===== src/hw/rtl/ifmt_pkg.sv =====
// Package: shared types, codes and character constants of the integer field formatter.
`default_nettype none

package ifmt_pkg;

  // Fixed field widths
  localparam int CNT_W  = 6;
  localparam int CHAR_W = 8;

  // Conversion codes
  localparam logic [1:0] CMD_SIGNED   = 2'd0;
  localparam logic [1:0] CMD_UNSIGNED = 2'd1;
  localparam logic [1:0] CMD_CHAR     = 2'd2;
  localparam logic [1:0] CMD_PERCENT  = 2'd3;

  // Length modifiers (code 3 behaves as int)
  localparam logic [1:0] SIZE_INT   = 2'd0;
  localparam logic [1:0] SIZE_SHORT = 2'd1;
  localparam logic [1:0] SIZE_LONG  = 2'd2;

  // ASCII characters
  localparam logic [CHAR_W-1:0] ASCII_ZERO    = 8'h30;
  localparam logic [CHAR_W-1:0] ASCII_MINUS   = 8'h2D;
  localparam logic [CHAR_W-1:0] ASCII_PLUS    = 8'h2B;
  localparam logic [CHAR_W-1:0] ASCII_SPACE   = 8'h20;
  localparam logic [CHAR_W-1:0] ASCII_PERCENT = 8'h25;

  // One conversion request
  typedef struct packed {
    logic [1:0]       command;
    logic [63:0]      value_bits;
    logic [1:0]       size_mode;
    logic [CNT_W-1:0] field_width;
    logic [CNT_W-1:0] digit_precision;
    logic             precision_given;
    logic             left_align;
    logic             force_plus;
    logic             space_sign;
  } in_item_t;

  // One output character
  typedef struct packed {
    logic [CHAR_W-1:0] character;
    logic              last;
  } out_item_t;

  // Controller states
  typedef enum logic [1:0] {
    S_IDLE,
    S_CONVERT,
    S_PREP,
    S_EMIT
  } ctrl_state_t;

  // Controller to datapath
  typedef struct packed {
    logic load;
    logic step;
    logic prep;
    logic emit;
  } ctrl_cmd_t;

  // Datapath to controller
  typedef struct packed {
    logic text_item;
    logic conv_last;
    logic field_empty;
    logic out_free;
    logic rem_last;
  } ctrl_status_t;

endpackage

`default_nettype wire


===== src/hw/rtl/integer_field_formatter.sv =====
// Top level: printf-style %d/%u/%c/%% field formatter, controller plus datapath.
//
//  channel | direction | payload     | handshake
//  req     | in        | in_item_t   | req_valid / req_ready
//  chr     | out       | out_item_t  | chr_valid / chr_ready
//
// One request: load, VALUE_BITS shift-add-3 steps (a single pass-through state for %c
// and %%), length set-up, then one character per cycle while chr_ready lets the output
// register drain.
// Reset clears the controller state and output valid only.
// A low chr_ready holds the output register and stops emission; the next request is
// taken once the last character sits in the output register.
`default_nettype none

module integer_field_formatter import ifmt_pkg::*; #(
  parameter int MAX_WIDTH  = 63,
  parameter int VALUE_BITS = 64
) (
  input  logic      clk,
  input  logic      rst,
  input  logic      req_valid,
  output logic      req_ready,
  input  in_item_t  req_data,
  output logic      chr_valid,
  input  logic      chr_ready,
  output out_item_t chr_data
);

  ctrl_cmd_t    ctrl;
  ctrl_status_t status;

  // Sequencer
  ifmt_ctrl u_ctrl (
    .clk       (clk),
    .rst       (rst),
    .req_valid (req_valid),
    .req_ready (req_ready),
    .status    (status),
    .ctrl      (ctrl)
  );

  // Converter and emitter
  ifmt_dpath #(
    .MAX_WIDTH  (MAX_WIDTH),
    .VALUE_BITS (VALUE_BITS)
  ) u_dpath (
    .clk       (clk),
    .rst       (rst),
    .req       (req_data),
    .ctrl      (ctrl),
    .status    (status),
    .chr_ready (chr_ready),
    .chr_valid (chr_valid),
    .chr       (chr_data)
  );

endmodule

`default_nettype wire


===== src/hw/rtl/ifmt_ctrl.sv =====
// Controller: sequences load, binary-to-decimal conversion, length set-up and emission.
`default_nettype none

module ifmt_ctrl import ifmt_pkg::*; (
  input  logic         clk,
  input  logic         rst,
  input  logic         req_valid,
  output logic         req_ready,
  input  ctrl_status_t status,
  output ctrl_cmd_t    ctrl
);

  ctrl_state_t state;
  ctrl_state_t state_next;

  // State register
  always_ff @(posedge clk) begin
    if (rst) begin
      state <= S_IDLE;
    end else begin
      state <= state_next;
    end
  end

  // Next state
  always_comb begin
    state_next = state;
    case (state)
      S_IDLE: begin
        if (req_valid) state_next = S_CONVERT;
      end
      S_CONVERT: begin
        if (status.text_item || status.conv_last) state_next = S_PREP;
      end
      S_PREP: begin
        state_next = status.field_empty ? S_IDLE : S_EMIT;
      end
      S_EMIT: begin
        if (status.out_free && status.rem_last) state_next = S_IDLE;
      end
      default: begin
        state_next = S_IDLE;
      end
    endcase
  end

  // Outputs
  always_comb begin
    req_ready = 1'b0;
    ctrl      = '0;
    case (state)
      S_IDLE: begin
        req_ready = 1'b1;
        ctrl.load = req_valid;
      end
      S_CONVERT: begin
        ctrl.step = !status.text_item;
      end
      S_PREP: begin
        ctrl.prep = 1'b1;
      end
      S_EMIT: begin
        ctrl.emit = status.out_free;
      end
      default: begin
        req_ready = 1'b0;
      end
    endcase
  end

endmodule

`default_nettype wire


===== src/hw/rtl/ifmt_dpath.sv =====
// Datapath: operand capture, shift-add-3 decimal converter, field counters, output register.
`default_nettype none

module ifmt_dpath import ifmt_pkg::*; #(
  parameter int MAX_WIDTH  = 63,
  parameter int VALUE_BITS = 64
) (
  input  logic         clk,
  input  logic         rst,
  input  in_item_t     req,
  input  ctrl_cmd_t    ctrl,
  output ctrl_status_t status,
  input  logic         chr_ready,
  output logic         chr_valid,
  output out_item_t    chr
);

  localparam int NUM_DIGITS = (VALUE_BITS * 30103) / 100000 + 1;
  localparam int ND_W       = $clog2(NUM_DIGITS + 1);
  localparam int IDX_W      = $clog2(NUM_DIGITS);
  localparam int STEP_W     = $clog2(VALUE_BITS);
  localparam logic [CNT_W-1:0] WIDTH_CAP = CNT_W'(MAX_WIDTH);
  localparam logic [CNT_W-1:0] PREC_CAP  = CNT_W'(MAX_WIDTH - 1);

  // Captured transaction
  logic                  text_item;
  logic                  align_left;
  logic                  head_present;
  logic [CHAR_W-1:0]     head_char;
  logic [CNT_W-1:0]      fwidth;
  logic [CNT_W-1:0]      prec;
  logic                  prec_given;

  // Converter
  logic [VALUE_BITS-1:0] mag;
  logic [3:0]            bcd [NUM_DIGITS];
  logic [ND_W-1:0]       nd;
  logic [STEP_W-1:0]     step_cnt;

  // Emission counters
  logic [CNT_W-1:0]      pad_cnt;
  logic                  head_pending;
  logic [CNT_W-1:0]      zero_cnt;
  logic [ND_W-1:0]       dig_cnt;
  logic [CNT_W-1:0]      rem_cnt;

  // Load-time decode
  logic [VALUE_BITS-1:0] sel_bits;
  logic [VALUE_BITS-1:0] sel_mask;
  logic                  sel_sign;
  logic                  neg;
  logic [VALUE_BITS-1:0] load_mag;
  logic [CHAR_W-1:0]     load_head;
  logic                  load_head_present;

  always_comb begin
    case (req.size_mode)
      SIZE_SHORT: begin
        sel_bits = VALUE_BITS'(req.value_bits[15:0]);
        sel_mask = VALUE_BITS'({16{1'b1}});
        sel_sign = req.value_bits[15];
      end
      SIZE_LONG: begin
        sel_bits = req.value_bits[VALUE_BITS-1:0];
        sel_mask = '1;
        sel_sign = req.value_bits[VALUE_BITS-1];
      end
      default: begin
        sel_bits = VALUE_BITS'(req.value_bits[31:0]);
        sel_mask = VALUE_BITS'({32{1'b1}});
        sel_sign = req.value_bits[31];
      end
    endcase
    neg      = (req.command == CMD_SIGNED) && sel_sign;
    load_mag = neg ? ((~sel_bits + VALUE_BITS'(1)) & sel_mask) : sel_bits;
  end

  // Sign, or the single character of %c and %%
  always_comb begin
    load_head         = ASCII_SPACE;
    load_head_present = 1'b0;
    case (req.command)
      CMD_CHAR: begin
        load_head         = req.value_bits[CHAR_W-1:0];
        load_head_present = 1'b1;
      end
      CMD_PERCENT: begin
        load_head         = ASCII_PERCENT;
        load_head_present = 1'b1;
      end
      CMD_SIGNED: begin
        if (neg) begin
          load_head         = ASCII_MINUS;
          load_head_present = 1'b1;
        end else if (req.force_plus) begin
          load_head         = ASCII_PLUS;
          load_head_present = 1'b1;
        end else if (req.space_sign) begin
          load_head         = ASCII_SPACE;
          load_head_present = 1'b1;
        end
      end
      default: begin
        load_head_present = 1'b0;
      end
    endcase
  end

  // One shift-add-3 step; digit count grows by at most one per doubling
  logic [3:0]      bcd_adj  [NUM_DIGITS];
  logic [3:0]      bcd_next [NUM_DIGITS];
  logic [3:0]      new_top;
  logic [ND_W-1:0] nd_step;

  always_comb begin
    for (int i = 0; i < NUM_DIGITS; i++) begin
      bcd_adj[i] = (bcd[i] >= 4'd5) ? bcd[i] + 4'd3 : bcd[i];
    end
    bcd_next[0] = {bcd_adj[0][2:0], mag[VALUE_BITS-1]};
    for (int i = 1; i < NUM_DIGITS; i++) begin
      bcd_next[i] = {bcd_adj[i][2:0], bcd_adj[i-1][3]};
    end
    new_top = (nd < ND_W'(NUM_DIGITS)) ? bcd_next[nd[IDX_W-1:0]] : 4'd0;
    nd_step = (new_top != 4'd0) ? nd + ND_W'(1) : nd;
  end

  // Field lengths
  logic [ND_W-1:0]  nd_eff;
  logic [CNT_W-1:0] nd_ext;
  logic [CNT_W-1:0] prep_zeros;
  logic [CNT_W-1:0] prep_dlen;
  logic [CNT_W-1:0] prep_blen;
  logic [CNT_W-1:0] prep_pad;
  logic [CNT_W-1:0] prep_total;

  always_comb begin
    // zero under an explicit precision of 0 prints no digits
    if (nd == '0) begin
      nd_eff = (prec_given && prec == '0) ? ND_W'(0) : ND_W'(1);
    end else begin
      nd_eff = nd;
    end
    nd_ext = CNT_W'(nd_eff);
    if (text_item) begin
      prep_zeros = '0;
      prep_dlen  = '0;
    end else if (prec > nd_ext) begin
      prep_zeros = prec - nd_ext;
      prep_dlen  = prec;
    end else begin
      prep_zeros = '0;
      prep_dlen  = nd_ext;
    end
    prep_blen  = prep_dlen + CNT_W'(head_present);
    prep_pad   = (fwidth > prep_blen) ? fwidth - prep_blen : '0;
    prep_total = (fwidth > prep_blen) ? fwidth : prep_blen;
  end

  // Digit under the emission pointer
  logic [IDX_W-1:0] dig_idx;
  assign dig_idx = IDX_W'(dig_cnt - ND_W'(1));

  // Operand, converter and counter registers
  always_ff @(posedge clk) begin
    if (ctrl.load) begin
      text_item    <= (req.command == CMD_CHAR) || (req.command == CMD_PERCENT);
      align_left   <= req.left_align;
      head_present <= load_head_present;
      head_char    <= load_head;
      fwidth       <= (req.field_width > WIDTH_CAP) ? WIDTH_CAP : req.field_width;
      prec         <= (req.digit_precision > PREC_CAP) ? PREC_CAP : req.digit_precision;
      prec_given   <= req.precision_given;
      mag          <= load_mag;
      nd           <= '0;
      step_cnt     <= STEP_W'(VALUE_BITS - 1);
      for (int i = 0; i < NUM_DIGITS; i++) begin
        bcd[i] <= 4'd0;
      end
    end
    if (ctrl.step) begin
      mag      <= mag << 1;
      nd       <= nd_step;
      step_cnt <= step_cnt - STEP_W'(1);
      for (int i = 0; i < NUM_DIGITS; i++) begin
        bcd[i] <= bcd_next[i];
      end
    end
    if (ctrl.prep) begin
      pad_cnt      <= prep_pad;
      head_pending <= head_present;
      zero_cnt     <= prep_zeros;
      dig_cnt      <= text_item ? ND_W'(0) : nd_eff;
      rem_cnt      <= prep_total;
    end
    // emit: lead pad, head, zeros, digits, trail pad
    if (ctrl.emit) begin
      rem_cnt  <= rem_cnt - CNT_W'(1);
      chr.last <= (rem_cnt == CNT_W'(1));
      if (!align_left && pad_cnt != '0) begin
        chr.character <= ASCII_SPACE;
        pad_cnt       <= pad_cnt - CNT_W'(1);
      end else if (head_pending) begin
        chr.character <= head_char;
        head_pending  <= 1'b0;
      end else if (zero_cnt != '0) begin
        chr.character <= ASCII_ZERO;
        zero_cnt      <= zero_cnt - CNT_W'(1);
      end else if (dig_cnt != '0) begin
        chr.character <= ASCII_ZERO + CHAR_W'(bcd[dig_idx]);
        dig_cnt       <= dig_cnt - ND_W'(1);
      end else begin
        chr.character <= ASCII_SPACE;
        pad_cnt       <= pad_cnt - CNT_W'(1);
      end
    end
  end

  // Output register valid
  always_ff @(posedge clk) begin
    if (rst) begin
      chr_valid <= 1'b0;
    end else if (ctrl.emit) begin
      chr_valid <= 1'b1;
    end else if (chr_ready) begin
      chr_valid <= 1'b0;
    end
  end

  // Status back to the controller
  assign status.text_item   = text_item;
  assign status.conv_last   = (step_cnt == '0);
  assign status.field_empty = (prep_total == '0);
  assign status.out_free    = !chr_valid || chr_ready;
  assign status.rem_last    = (rem_cnt == CNT_W'(1));

`ifndef NO_ASSERTIONS
  a_rem_nonzero: assert property (@(posedge clk) disable iff (rst)
    ctrl.emit |-> rem_cnt != '0)
    else $error("emission with no characters left");

  a_rem_matches: assert property (@(posedge clk) disable iff (rst)
    ctrl.emit |-> (7'(pad_cnt) + 7'(zero_cnt) + 7'(dig_cnt) + 7'(head_pending))
                  == 7'(rem_cnt))
    else $error("remaining count out of step with part counters");

  a_last_marked: assert property (@(posedge clk) disable iff (rst)
    (ctrl.emit && rem_cnt == CNT_W'(1)) |=> (chr_valid && chr.last))
    else $error("final character not marked last");

  a_digits_fit: assert property (@(posedge clk) disable iff (rst)
    (ctrl.step && step_cnt == '0) |=> nd <= ND_W'(NUM_DIGITS))
    else $error("digit count overran converter");
`endif

endmodule

`default_nettype wire

===== config.mk =====
export PLATFORM = sky130hd
export DESIGN_NAME = integer_field_formatter
export DESIGN_NICKNAME = d
export VERILOG_FILES = /design/src/hw/rtl/ifmt_pkg.sv /design/src/hw/rtl/integer_field_formatter.sv /design/src/hw/rtl/ifmt_ctrl.sv /design/src/hw/rtl/ifmt_dpath.sv
export SDC_FILE = /design/constraint.sdc
export NUM_CORES = 1
export LEC_CHECK = 0
export ABC_AREA = 1
export BUFFER_PORTS_ARGS = -buffer_cell sky130_fd_sc_hd__buf_2
export CAP_MARGIN = 10
export CORE_MARGIN = 8
export CORE_UTILIZATION = 35
export CTS_BUF_LIST = sky130_fd_sc_hd__clkbuf_2
export CTS_CLUSTER_SIZE = 25
export DETAILED_ROUTE_END_ITERATION = 8
export SLEW_MARGIN = 5
export SYNTH_ARGS = -nofsm -noshare
export SYNTH_HDL_FRONTEND = slang
export SYNTH_SLANG_ARGS = --single-unit

===== constraint.sdc =====
create_clock -name clk -period 15.6 [get_ports clk]
set_input_delay 1.56 -clock clk [delete_from_list [all_inputs] [get_ports clk]]
set_output_delay 1.56 -clock clk [all_outputs]
set_load 0.05 [all_outputs]

==> results of run 1 <==
-- routing by layer --
metal	wire [um]	track usage (%)	vias up
met3	2570	3.03	79
met1	18900	21.6	6090
met5	0	0	-
met2	17500	24.8	407
li1	-	-	6706
met4	892	4.77	0
-- sequential cells by signal, summed over array words and instances (netlist names), 6 cells and up --
name and count:
u_dpath.bcd 80, u_dpath.chr 9, u_dpath.fwidth 6, u_dpath.head_char 8
u_dpath.mag 64, u_dpath.pad_cnt 6, u_dpath.prec 6, u_dpath.rem_cnt 6
u_dpath.step_cnt 6, u_dpath.zero_cnt 6
-- cells by family after synthesis --
family / share of synthesized area [%]
and+or+nand+nor: 23.1
AOI/OAI and AO/OA: 16.7
buffers and inverters: 9.60
DFF: 41.9
adders and majority gates: 5.90
xor gates and xnor gates: 2.76
-- where the power goes --
group | switching, mW | internal (mW) | leakage, nW
clock network | 0.254 | 0.157 | 0.426
registers | 0.146 | 0.941 | 2.07
logic | 1.04 | 0.466 | 4.78
total | 1.44 | 1.57 | 7.27
-- Yosys cell counts, types with 7 or more instances --
| cell | number |
|---|---|
| o21a_1 | 7 |
| nand2_1 | 297 |
| a21oi_1 | 135 |
| xor2_1 | 36 |
| clkbuf_1 | 54 |
| inv_1 | 298 |
| nor2_4 | 8 |
| o21ai_0 | 211 |
| nor3_1 | 41 |
| inv_2 | 11 |
| edfxtp_1 | 193 |
| a32o_1 | 13 |
| o311ai_0 | 7 |
| nand4_1 | 24 |
| o21ai_1 | 20 |
| xnor2_1 | 11 |
| nor2_1 | 242 |
| nand3_1 | 96 |
| dfxtp_1 | 22 |
| nand2_2 | 18 |
| ha_1 | 67 |
-- final cells by class --
| cell class | count | area, um2 |
|---|---|---|
| well taps | 539 | 674 |
| diodes | 1 | 2.50 |
| repair buffers | 110 | 581 |
| fillers | 4355 | 25500 |
| multi-input cells | 1328 | 7250 |
| clock inverters | 19 | 78.8 |
| inverters | 314 | 1180 |
| clock buffers | 92 | 460 |
| flip-flops and latches | 215 | 6240 |
-- stage by stage --
step                      hold slack, ns  cell area [um2]  instances
after detailed placement           0.457            15900       2506
final                              0.468            16500       2618
after floorplan                    0.432            14900       1921
after global placement             0.453            15900       2506
after CTS                          0.471            16500       2617
after global routing               0.498            16500       2618
-- final timing paths --
path	from	end	slack, ns
worst max-delay path	u_dpath.nd[0]$_SDFFCE_PN0P_	u_ctrl.state[0]$_SDFFE_PP0P_	10.62
worst min register to register	u_dpath.zero_cnt[0]$_DFF_P_	u_dpath.zero_cnt[0]$_DFF_P_	0.47
worst min-delay path	u_dpath.zero_cnt[0]$_DFF_P_	u_dpath.zero_cnt[0]$_DFF_P_	0.47
worst max register to register	u_dpath.nd[0]$_SDFFCE_PN0P_	u_ctrl.state[0]$_SDFFE_PP0P_	10.62
==> impl_metrics.env, run 1 <==
export IMPL_gp_routability_congestion=0.889
export IMPL_timing_critical_path_slowest_cell_delay_ns=0.59
export IMPL_port_buffers=98
export IMPL_timing_critical_path_buf_inv=7
export IMPL_worst_setup_hold_path_clk_slew_ns=0.11
export IMPL_dp_slack_ns=10.68
export IMPL_coreArea_um2=41900
export IMPL_peakVddDrop_mv=0.108
export IMPL_die_width_um=222
export IMPL_fin_util_pct=39.3
export IMPL_clock_tree_from_tritoncts="done"
export IMPL_min_path_cells=1
export IMPL_synth_top_flop_cell="edfxtp_1"
export IMPL_timing_slew_headroom_pct=39.7
export IMPL_synth_net_count=2078
export IMPL_setup_viol_count_final=0
export IMPL_routed_wire_length_per_instance_um=15.2
export IMPL_rsz0062_at_grt="false"
export IMPL_die_height_um=222
export IMPL_cts_buffers_inserted=60
export IMPL_cellLeakagePower_nw=7.27
export IMPL_timing_clock_skew_ns=0.0487
export IMPL_mostFrequentLayoutCell="inv_1"
export IMPL_detail_route_iter0_violations=939
export IMPL_hold_path_class="reg2reg"
export IMPL_async_reset_ff_share_pct=0
export IMPL_place_hpwl_um=29200
export IMPL_route_detailed_drc=0
export IMPL_antenna_found_initial=1
export IMPL_worst_ep_required_time_ns=16.35
export IMPL_drt_wl_total_um=39900
export IMPL_synth_avg_cell_area_um2=7.75
export IMPL_post_synth_num_cell_types=62
export IMPL_worst_path_dominant_cell_family="simple AND/OR/NAND/NOR gates"
export IMPL_fmax_mhz=201
export IMPL_p_per_area_nw_per_um2=182
export IMPL_post_synth_top_area_fraction_pct=38.9
export IMPL_setup_total_negative_slack_ns=0
export IMPL_antenna_nets_post_route=0
export IMPL_cp_num_cells=33
export IMPL_drt_pass1_iterations=8
export IMPL_final_period_minus_worst_setup_slack_ns=4.98
export IMPL_ctsLongestPathBuffers=3
export IMPL_io_pins=99
export IMPL_worst_path_max_fanout=11
export IMPL_report_final_hold_viol_count=0
export IMPL_vias=13300
export IMPL_synth_area_um2=14900
export IMPL_number_of_clock_sinks=215
export IMPL_critPathLaunchType="register"
export IMPL_r2r_worst_path_cells=33
export IMPL_final_cell_mix="inv_1 (298), nand2_1 (296), nor2_1 (240), o21ai_0 (211), edfxtp_1 (193)"
export IMPL_grt_pass1_wl_um=64800
export IMPL_start_util_pct=35.5
export IMPL_synth_area_leader_cell="edfxtp_1"
export IMPL_cp_end_kind="register"
export IMPL_status="complete, no violations"
export IMPL_post_cts_hold_buffer_count=0
export IMPL_final_critical_path_setup_slack_ns=10.62
export IMPL_min_period_over_period_pct=31.9
export IMPL_drive_gt1_share_pct=13.7
export IMPL_synth_edff_count=193
export IMPL_postCtsResizedCells=0
export IMPL_number_of_global_route_vias_before_repair=12800
export IMPL_insertion_delay_of_the_later_clocked_pin_in_the_worst_skew_pair_ns=0.90
export IMPL_critical_path_slowest_stage_cell="edfxtp_1"
export IMPL_synth_area_top_cells="edfxtp_1 (39%), inv_1 (7.5%), nand2_1 (7.5%), o21ai_0 (7.1%), nor2_1 (6.1%)"
export IMPL_max_cap_viol_count=0
export IMPL_maximum_number_of_pins_on_one_net_before_global_route_repair=78
export IMPL_sequential_fraction_of_the_synthesis_area_pct=41.9
export IMPL_area_growth_synth_to_final_pct=10.5
export IMPL_final_net_count=2186
export IMPL_clockRootBuffer="clkbuf_2"
export IMPL_syn_instance_count=1921
export IMPL_overall_fraction_of_global_route_tracks_in_use_pct=15.7
export IMPL_synth_warnings=0
export IMPL_dieArea_um2=49400
export IMPL_htreeDepth=2
export IMPL_finalMaxSlewViolations=0
export IMPL_max_slew_worst_pin_slew_ns=0.905
export IMPL_grt_ovfl_total=0
export IMPL_arrival_time_worst_endpoint_ns=5.73
export IMPL_crit_type="reg2reg"
export IMPL_postCtsSetupRepairBufs=0
export IMPL_finalPower_mw=3.00
export IMPL_timing_critical_path_mode_cell="inv_1"
export IMPL_route_detailed_vias_per_inst=5.07
export IMPL_placementRows=75
export IMPL_ys_ff_latch=215
Note: power is estimated with default switching activity, not from simulation.
==> inputs of run 2 (changes only) <==
- clock period: 15.6 -> 4.2 ns (I/O delays scaled with it)
==> run 2 against run 1 <==
Net effect: flip-flop and latch count did not move; register-to-register slack got worse by 11 ns; critical path depth unchanged; clock-buffer cell count is 1 higher; design area increased by 8.2%; highest routed layer unchanged.
==> impl_metrics.env, run 2 (synthesis gave the netlist of run 1 again) <==
export IMPL_status="complete, no violations"
export IMPL_antenna_nets_post_route=0
export IMPL_io_pins=99
export IMPL_layoutNonFillerInstCount=2747
export IMPL_maximum_number_of_pins_on_one_net_before_global_route_repair=81
export IMPL_detail_route_iter0_violations=920
export IMPL_cts_buffers_inserted=60
export IMPL_dieArea_um2=49400
export IMPL_setup_total_negative_slack_ns=0
export IMPL_routed_wire_length_per_instance_um=15.1
export IMPL_hold_path_class="in2reg"
export IMPL_route_detailed_drc=0
export IMPL_timing_clock_skew_ns=0.0915
export IMPL_gp_routability_congestion=0.927
export IMPL_max_slew_worst_pin_slew_ns=0.926
export IMPL_critical_path_slowest_stage_cell="edfxtp_1"
export IMPL_worst_ep_required_time_ns=5.02
export IMPL_finalMaxSlewViolations=0
export IMPL_die_width_um=222
export IMPL_cellLeakagePower_nw=7.86
export IMPL_min_period_over_period_pct=99.7
export IMPL_fmax_mhz=239
export IMPL_drt_pass1_iterations=5
export IMPL_clock_power_share_pct=13.8
export IMPL_critPathLaunchType="register"
export IMPL_dp_slack_ns=-0.0469
export IMPL_die_height_um=222
export IMPL_start_util_pct=35.5
export IMPL_route_detailed_vias_per_inst=5.04
export IMPL_timing_critical_path_mode_cell="nand2_2"
export IMPL_seq_power_share_pct=34.4
export IMPL_p_per_area_nw_per_um2=657
export IMPL_fin_util_pct=42.5
export IMPL_number_of_global_route_vias_before_repair=13600
export IMPL_cp_end_kind="register"
export IMPL_vias=13800
export IMPL_design_internal_power_mw=6.21
export IMPL_antenna_found_initial=1
export IMPL_crit_type="reg2reg"
export IMPL_arrival_time_worst_endpoint_ns=5.01
export IMPL_report_final_hold_viol_count=0
export IMPL_finalPower_mw=11.7
export IMPL_clock_tree_from_tritoncts="done"
export IMPL_final_net_count=2316
export IMPL_worst_setup_hold_path_clk_slew_ns=0.11
export IMPL_port_buffers=98
export IMPL_drive_gt1_share_pct=16.8
export IMPL_timing_critical_path_slowest_cell_delay_ns=0.41
export IMPL_placementRows=75
export IMPL_worst_path_dominant_cell_family="simple AND/OR/NAND/NOR gates"
export IMPL_largest_register_ff_count=80
export IMPL_switching_share_pct=47.0
export IMPL_clockRootBuffer="clkbuf_2"
export IMPL_timing_slew_headroom_pct=38.3
export IMPL_peakVddDrop_mv=0.345
export IMPL_top_register="u_dpath.bcd"
export IMPL_final_critical_path_setup_slack_ns=0.0130
export IMPL_grt_pass1_wl_um=67800
export IMPL_ctsLongestPathBuffers=3
export IMPL_number_of_clock_sinks=215
export IMPL_insertion_delay_of_the_later_clocked_pin_in_the_worst_skew_pair_ns=0.93
export IMPL_combinationalPowerShare_pct=51.9
export IMPL_overall_fraction_of_global_route_tracks_in_use_pct=16.4
export IMPL_final_cell_mix="inv_1 (289), nand2_1 (285), nor2_1 (240), o21ai_0 (205), edfxtp_1 (193)"
export IMPL_grt_ovfl_total=0
export IMPL_p_switching_mw=5.50
export IMPL_htreeDepth=2
export IMPL_top_registers="u_dpath.bcd x80, u_dpath.mag x64, u_dpath.chr x9"
export IMPL_final_period_minus_worst_setup_slack_ns=4.19
export IMPL_postPlaceCellArea_um2=16100
export IMPL_mostFrequentLayoutCell="inv_1"
export IMPL_max_cap_viol_count=0
export IMPL_placed_cell_count=2525
export IMPL_area_growth_synth_to_final_pct=19.6
export IMPL_worst_path_max_fanout=8
export IMPL_rsz0062_at_grt="true"
export IMPL_coreArea_um2=41900
export IMPL_place_hpwl_um=29000
export IMPL_holdWs_ns=0.0870
export IMPL_setup_viol_count_final=0
export IMPL_timing_critical_path_buf_inv=5
export IMPL_drt_wl_total_um=41500
export IMPL_finalInstanceArea_um2=17800
-- run 2: cell count changes in the layout (fill, tap and decap cells not counted), sizes merged --
cell and change:
dlygate4sd3 +80, clkbuf +1, bufinv +1, clkinv -3, buf +50
-- run 2: power groups by stage --
| stage | clock network [mW] | registers [mW] | logic (mW) |
|---|---|---|---|
| 2_1_floorplan | 0 | 3.98 | 4.08 |
| 3_3_place_gp | 0 | 4.03 | 5.54 |
| 3_5_place_dp | 0 | 4.05 | 5.66 |
| 4_1_cts | 1.67 | 4.02 | 5.93 |
| 5_1_grt | 1.77 | 4.13 | 6.88 |
| 6_report | 1.61 | 4.03 | 6.08 |
-- run 2: worst paths after layout --
check                                    from                            to  slack, ns  cells after the start
setup / recovery  u_dpath.nd[0]$_SDFFCE_PN0P_  u_ctrl.state[0]$_SDFFE_PP0P_       0.01                     33
setup reg to reg  u_dpath.nd[0]$_SDFFCE_PN0P_  u_ctrl.state[0]$_SDFFE_PP0P_       0.01                     33
hold reg to reg   u_dpath.zero_cnt[0]$_DFF_P_   u_dpath.zero_cnt[0]$_DFF_P_       0.47                      1
hold / removal                   req_data[68]     u_dpath.mag[50]$_DFFE_PP_       0.09                      3
-- run 2: final cells by class --
cell class	instances	area (um2)
diodes	1	2.50
clock inverters	17	92.6
fillers	4175	24100
flip-flops and latches	215	6240
repair buffers	240	1760
inverters	314	1180
well taps	539	674
clock buffers	93	465
multi-input cells	1328	7410
-- run 2: timing repair --
action	CTS	global route
setup buffers	26	7
hold endpoints to repair	84	0
hold buffers	80	0
cloned	0	0
endpoints found under the setup margin	6	19
resized for setup	17	30
pin swaps	18	27
-- run 2: worst min-delay path: stages --
cell and delay (ns):
buf_2 0.11, xor2_1 0.08, a22o_1 0.17
-- run 2: metal layers --
metal	global-route usage (%)	vias to the layer above	part of all wire (%)	wire length, um
li1	-	6962	-	-
met1	21.3	6407	46	19000
met2	27.0	385	46	19000
met3	3.03	87	5.5	2270
met4	5.75	0	2.8	1180
met5	0	-	0	0
